File: config.mk
export PLATFORM = sky130hd
export DESIGN_NAME = pstg_mul
export DESIGN_NICKNAME = d
export VERILOG_FILES = /design/src/design/panned_sine_tone_generator_unit_macros.svh /design/src/design/pstg_pkg.sv /design/src/design/pstg_mul.sv
export SDC_FILE = /design/constraint.sdc
export NUM_CORES = 2
export LEC_CHECK = 0
export BUFFER_PORTS_ARGS = -buffer_cell sky130_fd_sc_hd__buf_2
export CAP_MARGIN = 20
export CORE_MARGIN = 4
export CORE_UTILIZATION = 25
export DETAILED_ROUTE_END_ITERATION = 8
export GPL_ROUTABILITY_DRIVEN = 0
export GPL_TIMING_DRIVEN = 0
export PLACE_DENSITY = 0.44
export SETUP_SLACK_MARGIN = 0.3
export SLEW_MARGIN = 25
export SYNTH_ARGS = -nofsm -noshare
export SYNTH_HDL_FRONTEND = slang
export SYNTH_SLANG_ARGS = --single-unit
File: constraint.sdc
create_clock -name aclk -period 23.8 [get_ports aclk]
set_input_delay 4.76 -clock aclk [delete_from_list [all_inputs] [get_ports aclk]]
set_output_delay 4.76 -clock aclk [all_outputs]
set_load 0.1 [all_outputs]
File: src/design/panned_sine_tone_generator_unit_macros.svh
// ----------------------------------------------------------------------------
// panned sine tone generator assertion macros
// clocked on aclk, disabled while aresetn is low
// ----------------------------------------------------------------------------
`ifndef PANNED_SINE_TONE_GENERATOR_UNIT_MACROS_SVH
`define PANNED_SINE_TONE_GENERATOR_UNIT_MACROS_SVH

// same-cycle implication
`define PSTG_ASSERT_IMPLY(label, ante, cons, msg) \
    label: assert property (@(posedge aclk) disable iff (!aresetn) (ante) |-> (cons)) \
        else $error(msg);

// next-cycle implication
`define PSTG_ASSERT_NEXT(label, ante, cons, msg) \
    label: assert property (@(posedge aclk) disable iff (!aresetn) (ante) |=> (cons)) \
        else $error(msg);

`endif

File: src/design/pstg_pkg.sv
`timescale 1ns / 1ps
`default_nettype none
// ----------------------------------------------------------------------------
// pstg_pkg
// shared types, constants and the quarter-wave sine table
// ----------------------------------------------------------------------------
package pstg_pkg;

    localparam int PHASE_BITS      = 32;
    localparam int SINE_TABLE_BITS = 10;
    localparam int QUARTER         = 1 << (SINE_TABLE_BITS - 2);
    localparam int ADDR_W          = SINE_TABLE_BITS - 1;

    localparam int MUL_W      = 25;
    localparam int PROD_W     = 2 * MUL_W;
    localparam int MAG_W      = 23;
    localparam int DIV_SHIFT  = 31;
    localparam logic [23:0] RECIP_200 = 24'd10737419;

    localparam logic [31:0] INC_RESET = 32'd46182446;
    localparam logic [14:0] VOL_RESET = 15'd6000;

    localparam int IDX_W = 8;
    localparam logic [IDX_W-1:0] REG_ENABLE = 8'd0;
    localparam logic [IDX_W-1:0] REG_INC    = 8'd1;
    localparam logic [IDX_W-1:0] REG_VOL    = 8'd2;
    localparam logic [IDX_W-1:0] REG_PAN    = 8'd3;

    localparam longint TWO_PI_Q30 = 64'sd6746518852;

    typedef enum logic [2:0] {
        ST_IDLE,
        ST_READ,
        ST_VOL,
        ST_GAIN_L,
        ST_GAIN_R,
        ST_DIV_L,
        ST_DIV_R,
        ST_DONE
    } state_t;

    typedef enum logic [2:0] {
        OP_VOL,
        OP_GAIN_L,
        OP_GAIN_R,
        OP_DIV_L,
        OP_DIV_R
    } op_t;

    typedef struct packed {
        logic in_ready;
        logic mul_en;
        op_t  op;
        logic load_sine;
        logic load_sample;
        logic load_pl;
        logic load_pr;
        logic load_left;
        logic finish;
    } ctl_t;

    typedef logic [14:0] qtab_t [0:QUARTER];

    // restoring shift and subtract, non-negative operands
    function automatic longint udiv_small(input longint num, input longint den);
        longint q;
        longint r;
        int     b;
        q = 0;
        r = 0;
        for (b = 62; b >= 0; b--) begin
            r = (r << 1) | ((num >> b) & longint'(1));
            if (r >= den) begin
                r = r - den;
                q = q | (longint'(1) << b);
            end
        end
        return q;
    endfunction

    // taylor series in q30, rounded to q15 magnitude
    function automatic qtab_t build_qtab();
        qtab_t  t;
        longint x;
        longint x2;
        longint term;
        longint sum;
        longint v;
        int     m;
        int     n;
        for (m = 0; m <= QUARTER; m++) begin
            x = (longint'(m) * TWO_PI_Q30 + (longint'(1) << (SINE_TABLE_BITS - 1)))
                >>> SINE_TABLE_BITS;
            x2 = (x * x) >>> 30;
            term = x;
            sum = x;
            for (n = 1; n <= 7; n++) begin
                term = (term * x2) >>> 30;
                term = udiv_small(term, longint'((2 * n) * (2 * n + 1)));
                if (n[0]) begin
                    sum = sum - term;
                end else begin
                    sum = sum + term;
                end
            end
            if (sum < 0) begin
                sum = 0;
            end
            v = (sum * 32767 + (longint'(1) <<< 29)) >>> 30;
            if (v > 32767) begin
                v = 32767;
            end
            t[m] = 15'(v);
        end
        return t;
    endfunction

    localparam qtab_t QTAB = build_qtab();

endpackage
`default_nettype wire

File: src/design/pstg_mul.sv
`timescale 1ns / 1ps
`default_nettype none
// ----------------------------------------------------------------------------
// pstg_mul
// shared signed multiplier with registered product
// ----------------------------------------------------------------------------
module pstg_mul (
    input  wire logic                                 aclk,
    input  wire logic                                 en,
    input  wire logic signed [pstg_pkg::MUL_W-1:0]    a,
    input  wire logic signed [pstg_pkg::MUL_W-1:0]    b,
    output logic signed      [pstg_pkg::PROD_W-1:0]   prod
);

    logic signed [pstg_pkg::PROD_W-1:0] prod_reg;

    always_ff @(posedge aclk) begin
        if (en) begin
            prod_reg <= a * b;
        end
    end

    assign prod = prod_reg;

endmodule
`default_nettype wire

---- After elaboration in Yosys (flattened, before gate mapping) ----
Index checks and enable logic that the tools add are counted.
storage, ports and cells
  register bits ........................... 50
  bits of input ports ..................... 52
operators by class
  $mul .................................... 1
operators by type and width
  operator          number
  $mul A25 B25 Y50  1

---- Longest topological paths before layout ----
  depth in word-level cells ............... 1
  gate-level depth with buffers ........... 26
  depth with buffers taken out ............ 25

---- Worst setup path before layout ----
No wires, ideal clock.
  kind .................................... input port to flip-flop
  start point ............................. in a[24] in the netlist's numbering
  end point ............................... reg prod_reg (netlist bit prod[47]), data pin
  arrival ................................. 11.258 ns
  cell stages on the path ................. 24
  setup slack ............................. 12.282 ns
  setup time .............................. 0.260 ns
  cells stage by stage .................... clkbuf_1 > nand2_1 > inv_1 > fa_1 > inv_1 > fa_1 > inv_1 > fa_1 > fa_1 > fa_1 > fa_1 > inv_1 > fa_1 > inv_1 > ha_1 > clkbuf_1 > a21o_1 > a21o_1 > a21oi_1 > o21bai_1 > a2bb2oi_1 > o41ai_2 > o41a_1 > xor2_1
between the ends
  cells in the longest elaborated chain, start to end .. 1
RTL lines
  element                 RTL line        source
  start: declaration      pstg_mul.sv:10  input wire logic signed [pstg_pkg::MUL_W-1:0] a,
  $mul A25 B25 Y50        pstg_mul.sv:19  prod_reg <= a * b;
  end signal: assignment  pstg_mul.sv:19
  end: declaration        pstg_mul.sv:15  logic signed [pstg_pkg::PROD_W-1:0] prod_reg;
Every way passes these cells.
A chain may end at the register's enable or synchronous reset.

---- Worst setup path in the final report ----
  start point ............................. in b[1] in the netlist's numbering
  end point ............................... reg prod_reg (netlist bit prod[49]), data pin
between the ends
  cells in the longest elaborated chain, start to end .. 1
RTL lines
  element             RTL line        source
  start: declaration  pstg_mul.sv:11  input wire logic signed [pstg_pkg::MUL_W-1:0] b,
  $mul A25 B25 Y50    pstg_mul.sv:19
Every way passes these cells.

==> out/metrics.yaml <==
synth:
  synth_enable_flop_cells: 50
  ys_ff_latch: 50
  yosysSeqAreaShare_pct: 6.12
  async_flop_share_pct: 0
  syn_inst: 2562
  synth_top_area_share_pct: 53.7
  syn_area_sq_um: 24500
  synth_top_area_cell: "fa_1"
  yosys-top-cells-area: "fa_1, inv_1, and2_1"
  synth_nets: 3413
  ys_warn_count: 0
  synth_ff_type: "edfxtp_1"
  yosysMostFrequentCell: "inv_1"
  syn_avg_cell_area_sq_um: 9.57
  yosysUniqueCellTypes: 48
  synth_common_cells: "inv_1, fa_1, and2_1, nand2_1, ha_1"
route:
  vias_per_cell: 4.31
  routedWlPerCell_um: 21.4
  drc_errors: 0
  via_count: 17075
  drtIter0Drc: 1020
  postRouteAntennaNets: 0
  routed_wl_um: 84800
  drtPass1Iterations: 6
timing:
  worst_pin_slew_ps: 1100
  fin_crit_sh_pct: 55.0
  period_needed_ps: 13080
  setup_violations: 0
  maxSlewViolCount: 0
  hold_viol_final: 0
  fin_tns_setup_ps: 0
  rsz0062_at_grt: "false"
  clock.fmax_ghz: 0.0764
  slew_headroom_pct: 26.7
critical_path:
  cp_data_arrival_time_ps: 13180
  slowest_stage: "fa_1"
  crit_required_ps: 23900
  crit_type: "in2reg"
  end_kind: "flip-flop"
  path_delay_family: "adder cells"
  crit_path_frequent_cell: "fa_1"
  start_kind: "primary input"
  crit_cells: 23
  cp_max_fo: 10
  crit_path_max_incr_delay_ps: 930
  crit_buf_inv: 7
  crit_path_cell_trace: "buf_2, clkbuf_1, nand2_1, inv_1, fa_1, inv_1, fa_1, inv_1, fa_1, inv_1, fa_1, fa_1, fa_1, fa_1, inv_1, ha_1, nand4_1, o21ai_0, nand3_1, a2bb2oi_1, o41ai_2, o221ai_1, xnor2_1"
clock_tree:
  cts.sinks: 50
  cts_buffer_depth: 2
  cts_setup_buffers: 0
  h-tree-depth: 2
  cts_tree: "built"
  postCtsHoldBufs: 0
  clkSlewWorstSetupHoldPaths_ps: 90
  cts.repair.resized: 0
  root_buffer: "clkbuf_16"
  numCtsBuffers: 5
cells_and_area:
  drive_gt1_share_pct: 4.49
  syn_to_final_growth_pct: 9.37
  final_nets: 3521
  multiInputGateArea_sq_um: 20000
  n_fill_cell: 10611
  largest_reg_flops: 50
  seqCellArea_sq_um: 1500
global_route:
  grt_use_total_pct: 17.0
  grt_pass1_vias: 19170
  grt_pass1_wl_um: 127000
  grt_max_degree: 51
  antenna_found_initial: 26
  globalRouteOverflowTotal: 0
die:
  die_h_um: 321
  die_area_sq_um: 103000
  fp.coreArea_sq_um: 97000
  start_util_pct: 25.3
  die_w_um: 321
  placementRows: 114
  io_pins: 102
placed_design:
  port_buffers: 101
  place_hpwl_um: 72700
worst_hold_path:
  min_from: "a[0]"
  hold_path_depth: 2
  min_to: "prod[0]"
  hp-class: "in2reg"
job:
  maxCapViolations: 0
run_status:
  outcome: "complete, no violations"
layout by cell type, fill, tap and decap left out, types with 11 or more instances in the layout:
| master | instances |
|---|---|
| o21ai_0 | 19 |
| fa_1 | 657 |
| clkbuf_1 | 104 |
| diode_2 | 13 |
| nor2b_1 | 21 |
| xnor2_1 | 39 |
| edfxtp_1 | 50 |
| a21oi_1 | 42 |
| nand2_1 | 308 |
| buf_2 | 100 |
| nand2b_1 | 11 |
| nor2_1 | 30 |
| and2_1 | 320 |
| ha_1 | 141 |
| a21o_1 | 22 |
| xor2_1 | 19 |
| inv_1 | 699 |
how the worst max path moves through the flow:
stage / to / from
floorplan: prod[47] / a[24]
global placement: prod[49] / a[24]
detailed placement: prod[49] / a[24]
CTS: prod[49] / a[24]
global route: prod[49] / a[24]
finish: prod[49] / b[1]
layout make-up:
| cell class | count | share of cell area [%] |
|---|---|---|
| buffer | 104 | 1.46 |
| tap | 1276 | 5.95 |
| clock inverter | 3 | 0.107 |
| timing repair buffer | 101 | 1.89 |
| antenna | 13 | 0.121 |
| multi-input combinational | 1709 | 74.6 |
| clock buffer | 5 | 0.467 |
| sequential | 50 | 5.60 |
| inverter | 699 | 9.78 |
routing by layer:
layer | up-vias | routed length (um) | GRT usage, %
li1 | 7560 | - | -
met1 | 8938 | 37300 | 23.4
met2 | 483 | 39100 | 27.5
met3 | 86 | 5840 | 3.44
met4 | 8 | 2550 | 4.48
met5 | - | 55 | 0
cell families (layout without fill, tap and decap cells):
logic type,after synthesis,after routing,share of synthesized area (%)
multiplexers,1,1,0.0459
flip-flops,50,50,6.12
adder cells (fa/ha/maj),799,799,60.9
buffers and inverters,803,912,12.3
AND/OR/NAND/NOR,714,714,14.7
XOR/XNOR,58,58,2.07
other,0,13,0
AO/OA/AOI/OAI,137,137,3.86
stage by stage:
step	worst slack, ps	hold slack (ps)	utilization, %	std cells	cell area, sq um
2_1_floorplan	12280	4870	-	2562	24500
3_3_place_gp	10000	5240	27.5	3939	26600
3_5_place_dp	10080	5240	27.5	3939	26600
6_report	10720	4860	27.7	3960	26800
4_1_cts	10410	4850	27.6	3947	26800
5_1_grt	10200	4870	27.6	3947	26800
Power is not shown: default switching activity piles up to over one toggle a cycle in this logic, so the estimate is an artifact.
