===== config.mk =====
export PLATFORM = sky130hd
export DESIGN_NAME = pstg_ctrl
export DESIGN_NICKNAME = d
export VERILOG_FILES = /design/src/design/panned_sine_tone_generator_unit_macros.svh /design/src/design/pstg_pkg.sv /design/src/design/pstg_ctrl.sv
export SDC_FILE = /design/constraint.sdc
export NUM_CORES = 1
export LEC_CHECK = 0
export BUFFER_PORTS_ARGS = -buffer_cell sky130_fd_sc_hd__clkbuf_2
export CAP_MARGIN = 20
export CORE_AREA = 2 2 39 41
export CTS_BUF_LIST = sky130_fd_sc_hd__clkbuf_16
export CTS_CLUSTER_SIZE = 25
export DETAILED_ROUTE_END_ITERATION = 6
export DIE_AREA = 0 0 41 43
export PLACE_DENSITY_LB_ADDON = 0.2
export SLEW_MARGIN = 20
export SYNTH_ARGS = -nofsm -noshare
export SYNTH_HDL_FRONTEND = slang
export SYNTH_SLANG_ARGS = --single-unit

===== constraint.sdc =====
create_clock -name aclk -period 1.92 [get_ports aclk]
set_input_delay 0.288 -clock aclk [delete_from_list [all_inputs] [get_ports aclk]]
set_output_delay 0.288 -clock aclk [all_outputs]
set_load 0.03 [all_outputs]

===== src/design/panned_sine_tone_generator_unit_macros.svh =====
// ----------------------------------------------------------------------------
// panned sine tone generator assertion macros
// clocked on aclk, disabled while aresetn is low
// ----------------------------------------------------------------------------
`ifndef PANNED_SINE_TONE_GENERATOR_UNIT_MACROS_SVH
`define PANNED_SINE_TONE_GENERATOR_UNIT_MACROS_SVH

// same-cycle implication
`define PSTG_ASSERT_IMPLY(label, ante, cons, msg) \
    label: assert property (@(posedge aclk) disable iff (!aresetn) (ante) |-> (cons)) \
        else $error(msg);

// next-cycle implication
`define PSTG_ASSERT_NEXT(label, ante, cons, msg) \
    label: assert property (@(posedge aclk) disable iff (!aresetn) (ante) |=> (cons)) \
        else $error(msg);

`endif


===== src/design/pstg_pkg.sv =====
`timescale 1ns / 1ps
`default_nettype none
// ----------------------------------------------------------------------------
// pstg_pkg
// shared types, constants and the quarter-wave sine table
// ----------------------------------------------------------------------------
package pstg_pkg;

    localparam int PHASE_BITS      = 32;
    localparam int SINE_TABLE_BITS = 10;
    localparam int QUARTER         = 1 << (SINE_TABLE_BITS - 2);
    localparam int ADDR_W          = SINE_TABLE_BITS - 1;

    localparam int MUL_W      = 25;
    localparam int PROD_W     = 2 * MUL_W;
    localparam int MAG_W      = 23;
    localparam int DIV_SHIFT  = 31;
    localparam logic [23:0] RECIP_200 = 24'd10737419;

    localparam logic [31:0] INC_RESET = 32'd46182446;
    localparam logic [14:0] VOL_RESET = 15'd6000;

    localparam int IDX_W = 8;
    localparam logic [IDX_W-1:0] REG_ENABLE = 8'd0;
    localparam logic [IDX_W-1:0] REG_INC    = 8'd1;
    localparam logic [IDX_W-1:0] REG_VOL    = 8'd2;
    localparam logic [IDX_W-1:0] REG_PAN    = 8'd3;

    localparam longint TWO_PI_Q30 = 64'sd6746518852;

    typedef enum logic [2:0] {
        ST_IDLE,
        ST_READ,
        ST_VOL,
        ST_GAIN_L,
        ST_GAIN_R,
        ST_DIV_L,
        ST_DIV_R,
        ST_DONE
    } state_t;

    typedef enum logic [2:0] {
        OP_VOL,
        OP_GAIN_L,
        OP_GAIN_R,
        OP_DIV_L,
        OP_DIV_R
    } op_t;

    typedef struct packed {
        logic in_ready;
        logic mul_en;
        op_t  op;
        logic load_sine;
        logic load_sample;
        logic load_pl;
        logic load_pr;
        logic load_left;
        logic finish;
    } ctl_t;

    typedef logic [14:0] qtab_t [0:QUARTER];

    // restoring shift and subtract, non-negative operands
    function automatic longint udiv_small(input longint num, input longint den);
        longint q;
        longint r;
        int     b;
        q = 0;
        r = 0;
        for (b = 62; b >= 0; b--) begin
            r = (r << 1) | ((num >> b) & longint'(1));
            if (r >= den) begin
                r = r - den;
                q = q | (longint'(1) << b);
            end
        end
        return q;
    endfunction

    // taylor series in q30, rounded to q15 magnitude
    function automatic qtab_t build_qtab();
        qtab_t  t;
        longint x;
        longint x2;
        longint term;
        longint sum;
        longint v;
        int     m;
        int     n;
        for (m = 0; m <= QUARTER; m++) begin
            x = (longint'(m) * TWO_PI_Q30 + (longint'(1) << (SINE_TABLE_BITS - 1)))
                >>> SINE_TABLE_BITS;
            x2 = (x * x) >>> 30;
            term = x;
            sum = x;
            for (n = 1; n <= 7; n++) begin
                term = (term * x2) >>> 30;
                term = udiv_small(term, longint'((2 * n) * (2 * n + 1)));
                if (n[0]) begin
                    sum = sum - term;
                end else begin
                    sum = sum + term;
                end
            end
            if (sum < 0) begin
                sum = 0;
            end
            v = (sum * 32767 + (longint'(1) <<< 29)) >>> 30;
            if (v > 32767) begin
                v = 32767;
            end
            t[m] = 15'(v);
        end
        return t;
    endfunction

    localparam qtab_t QTAB = build_qtab();

endpackage
`default_nettype wire


===== src/design/pstg_ctrl.sv =====
`timescale 1ns / 1ps
`default_nettype none
// ----------------------------------------------------------------------------
// pstg_ctrl
// sequencer stepping one frame through the shared multiplier
// ----------------------------------------------------------------------------
module pstg_ctrl (
    input  wire logic           aclk,
    input  wire logic           aresetn,
    input  wire logic           in_valid,
    input  wire logic           enable,
    input  wire logic           out_free,
    output pstg_pkg::ctl_t      ctl
);

    pstg_pkg::state_t state_reg;
    pstg_pkg::state_t state_next;

    always_ff @(posedge aclk) begin
        if (!aresetn) begin
            state_reg <= pstg_pkg::ST_IDLE;
        end else begin
            state_reg <= state_next;
        end
    end

    always_comb begin
        state_next      = state_reg;
        ctl             = '0;
        ctl.op          = pstg_pkg::OP_VOL;
        case (state_reg)
            pstg_pkg::ST_IDLE: begin
                ctl.in_ready = 1'b1;
                if (in_valid && enable) begin
                    state_next = pstg_pkg::ST_READ;
                end
            end
            pstg_pkg::ST_READ: begin
                ctl.load_sine = 1'b1;
                state_next    = pstg_pkg::ST_VOL;
            end
            pstg_pkg::ST_VOL: begin
                ctl.mul_en = 1'b1;
                ctl.op     = pstg_pkg::OP_VOL;
                state_next = pstg_pkg::ST_GAIN_L;
            end
            pstg_pkg::ST_GAIN_L: begin
                ctl.load_sample = 1'b1;
                ctl.mul_en      = 1'b1;
                ctl.op          = pstg_pkg::OP_GAIN_L;
                state_next      = pstg_pkg::ST_GAIN_R;
            end
            pstg_pkg::ST_GAIN_R: begin
                ctl.load_pl = 1'b1;
                ctl.mul_en  = 1'b1;
                ctl.op      = pstg_pkg::OP_GAIN_R;
                state_next  = pstg_pkg::ST_DIV_L;
            end
            pstg_pkg::ST_DIV_L: begin
                ctl.load_pr = 1'b1;
                ctl.mul_en  = 1'b1;
                ctl.op      = pstg_pkg::OP_DIV_L;
                state_next  = pstg_pkg::ST_DIV_R;
            end
            pstg_pkg::ST_DIV_R: begin
                ctl.load_left = 1'b1;
                ctl.mul_en    = 1'b1;
                ctl.op        = pstg_pkg::OP_DIV_R;
                state_next    = pstg_pkg::ST_DONE;
            end
            pstg_pkg::ST_DONE: begin
                if (out_free) begin
                    ctl.finish = 1'b1;
                    state_next = pstg_pkg::ST_IDLE;
                end
            end
            default: begin
                state_next = pstg_pkg::ST_IDLE;
            end
        endcase
    end

endmodule
`default_nettype wire


==> Yosys cells after proc, flatten, opt, wreduce, memory -nomap -nowiden <==
Index checks and enable logic that the tools add are counted.
{ "classes": {"eq_ne": 9, "muxes": 12, "n_reduce_logical": 3} }
{ "op_table": {"columns": ["op", "n"], "rows": [
  ["3-bit case mux with 8 select lines", 1],
  ["4-bit case mux with 5 select lines", 1],
  ["3-bit == test (second input constant)", 4],
  ["1-bit 2-to-1 mux", 8],
  ["3-bit by 2-bit == test with 1-bit output (second input constant)", 2],
  ["3-bit 2-to-1 mux", 2],
  ["2-bit != test (second input constant)", 2],
  ["3-bit by 1-bit == test with 1-bit output (second input constant)", 1],
  ["3-bit zero test", 1],
  ["2-bit AND reduction", 1],
  ["1-bit logical AND", 1]
]} }
{ "totals": {"inputBits": 5, "out_inout_bits": 11, "reg_bits": 3, "wordCells": 25} }

==> Longest topological paths before layout <==
{ "depth": {"word_depth": 3, "ltp_mapped": 4, "mapped_depth_nobuf": 2} }

==> Worst setup path after synthesis <==
No wires, ideal clock.
{ "synth_timing": {"kind": "register to output", "from": "register state_reg[2]", "to": "output port ctl[8] (netlist bit)", "path_stages_with_launch": 5, "slack_ns": 0.374, "t_required_ns": 1.632, "arrival_ns": 1.258, "path_cell_list": "dfxtp_1 buf_2 nand2_1 nor2_1 buf_4"} }
{ "synth_rtl": {"columns": ["element", "line_no", "source"], "rows": [
  ["start: declaration", "pstg_ctrl.sv:16", "pstg_pkg::state_t state_reg;"],
  ["start signal: assignment", "pstg_ctrl.sv:21", "state_reg <= pstg_pkg::ST_IDLE;"],
  ["start signal: assignment", "pstg_ctrl.sv:23", "state_reg <= state_next;"],
  ["end: declaration", "pstg_ctrl.sv:13", "output pstg_pkg::ctl_t ctl"]
]} }

==> metrics <==
status=finished clean; Synth Area in Compound Gates=23.04%; biggest area consumer among synthesized cells=dfxtp_1; GP Congestion=just over 0.6; Final Slew Violations=0; RSZ-0062 raised after global routing=false; Largest register FFs=3; Post-DP HPWL=399.8 um; post-synthesis xor/xnor area fraction=0%; DR vias/cell=about 3.9; Final setup viols=0; clock latency on the worst-skew pair=0.22 ns; die height=~43 um; total grt overflow=0; CP arrival=1.31 ns; first-pass detailed-route iteration total=4; worst slew pin tran=roughly 0.36 ns; clk buf depth=2; CP required=1.63 ns; CTS clk-pin slew, worst paths=~0.030 ns; post-route antenna net violation count=0; Fmax=625.4 MHz; Post-Syn Area=about 240 um2; crit-path cells=and2_1 > nor2b_1 > clkbuf_2; ANT cells=0; number of flops mapped to enable cells by yosys=0; final core utilization=28.03%; worst vdd ir=roughly 440 uV; clk sinks=3; worst setup margin=between 0.3 and 0.4 ns; FP Rows=14; area grow syn2layout=62.30%; Starting Density=~17%; Post CTS Setup Buffer Count=0; CP max-delay cell=dfxtp_1; CTS H-tree lvls=1; vias=roughly 240; final hold viol count=0; Std-Cell Core Area=~1400 um2; Total GRT Usage=7.422%; max cap viols=0; final non-filler cell total=62; Cell variety after synth=19; #FFs+latches synth=3; Port Buffers=15; crit path max fanout=11; synth warn=0; Pleak=0.0002117 uW; count leader, synth=nor2b_1; num ports=16; Crit Path Class=reg -> out; Commonest cells post-synth=nor2b_1 (4), and2_1 (3), dfxtp_1 (3); die width=roughly 41 um; # nets final=52; CP max stage delay=approximately 0.5 ns; first-pass GRT wire length=between 800 and 900 um; TNS Setup=0 ns; Root Buffer=clkbuf_16; worst slack, placed=between 0.5 and 0.6 ns; largest cells by area after synthesis=dfxtp_1 (25%), nor2b_1 (10%), and2_1 (7.9%); vias in the first global route=~230; Reg2Reg Depth=2; hold_buf cts=0; post-CTS resize count=0; Die Area=approximately 1800 um2; crit end category=output port; Num CTS Buffers=3; PD cells=roughly 1200 nW/um2; wire per inst=between 8 and 9 um; Worst Hold Path Cells=3; Synth Area in Simple Gates=38.22%; top_reg_cell synth=dfxtp_1; period utilisation layout=a little over four fifths; layout cell share with drive strength beyond 1=~46%; CTS tree=done; Slew Limit Headroom=75.95%; initial antenna violation count=0; worst min path class=in -> reg; Period minus WS final=between 1.5 and 2 ns; Total Wirelength=approximately 540 um; multiplexer share of the synthesized area=0%; Final Skew=0.0001069 ns; FFs w/ async S/R, synth=0%; Post-Synthesis Net Count=36; largest family of logic cells by synthesized area=simple AND/OR/NAND/NOR gates; Syn Inst Count=31; 1st-iter DRT viols=3; DR DRC count=0; sequential area share after synthesis=between 20% and 30%; Synth Area in Adders=0%; largest net degree at the start of global routing=13; CP startpoint kind=flop; placed cells=a little under 60; syn avg cell area=slightly below 8 um2; Yosys top cell area share=25.13%
area by class of cell:
| cell class | count | area [um2] |
|---|---|---|
| inverter | 2 | 7.507 |
| clock inverter | 1 | 3.754 |
| fill | 152 | 996.0 |
| tap | 16 | 20.02 |
| clock buffer | 3 | 75.07 |
| sequential | 3 | 60.06 |
| multi-input combinational | 22 | 146.4 |
| timing repair buffer | 15 | 75.07 |
final timing paths:
path	startpoint	to	slack, ns
worst max-delay path	state_reg[0]$_SDFFE_PN0P_	ctl[4]	0.32
worst min-delay path	aresetn	state_reg[0]$_SDFFE_PN0P_	0.32
worst max register to register	state_reg[2]$_SDFFE_PN0P_	state_reg[0]$_SDFFE_PN0P_	0.85
worst min register to register	state_reg[1]$_SDFFE_PN0P_	state_reg[0]$_SDFFE_PN0P_	0.59
critical path, delay by kind of cell, from the launching register on:
kind | cells | cell delay, ns
buffers and inverters | 1 | 0.21
DFF | 1 | 0.49
and+or+nand+nor | 2 | 0.38
metrics by stage:
step           area (um2)  total power (uW)  hold slack [ns]
6_report            387.9             460.3           0.3173
5_1_grt             387.9             475.7           0.3285
3_5_place_dp        309.0             137.2           0.5502
4_1_cts             387.9             467.3           0.3178
3_3_place_gp        309.0             137.8           0.5525
2_1_floorplan       239.0             122.9           0.4177
placed cells by master (no fill, tap or decap), drive strengths merged:
master   synthesis  routed
and2b            1       1
o21ai            1       1
and2             3       3
o211a            1       1
inv              2       3
nand2            1       1
nand4            1       1
dfxtp            3       3
nor2b            4       4
nand2b           2       2
o21a             1       1
nor2             2       2
nor3             1       1
clkbuf           0      18
a21oi            2       2
a2111oi          1       1
a211oi           1       1
layer usage:
layer | vias to the layer above | routed length (um) | share of wire, % | global-route usage (%)
met1 | 95 | 252 | 46 | 7.692
met2 | 16 | 181 | 33 | 9.688
met3 | 2 | 86 | 16 | 3.665
met4 | 0 | 21 | 3.9 | 8.000
met5 | - | 0 | 0 | 0
li1 | 130 | - | - | -
power breakdown:
| part | switching (uW) | internal [uW] |
|---|---|---|
| clock | 56.1 | 268 |
| sequential | 11.1 | 67.4 |
| combinational | 35.6 | 21.8 |
| total | 103 | 358 |
logic make-up (layout without fill, tap and decap cells):
logic type             after synthesis  after routing
AND/OR/NAND/NOR                     15             15
AO/OA/AOI/OAI                        7              7
buffers and inverters                6             21
flip-flops                           3              3
No activity file was read; power rests on OpenSTA's default activity.
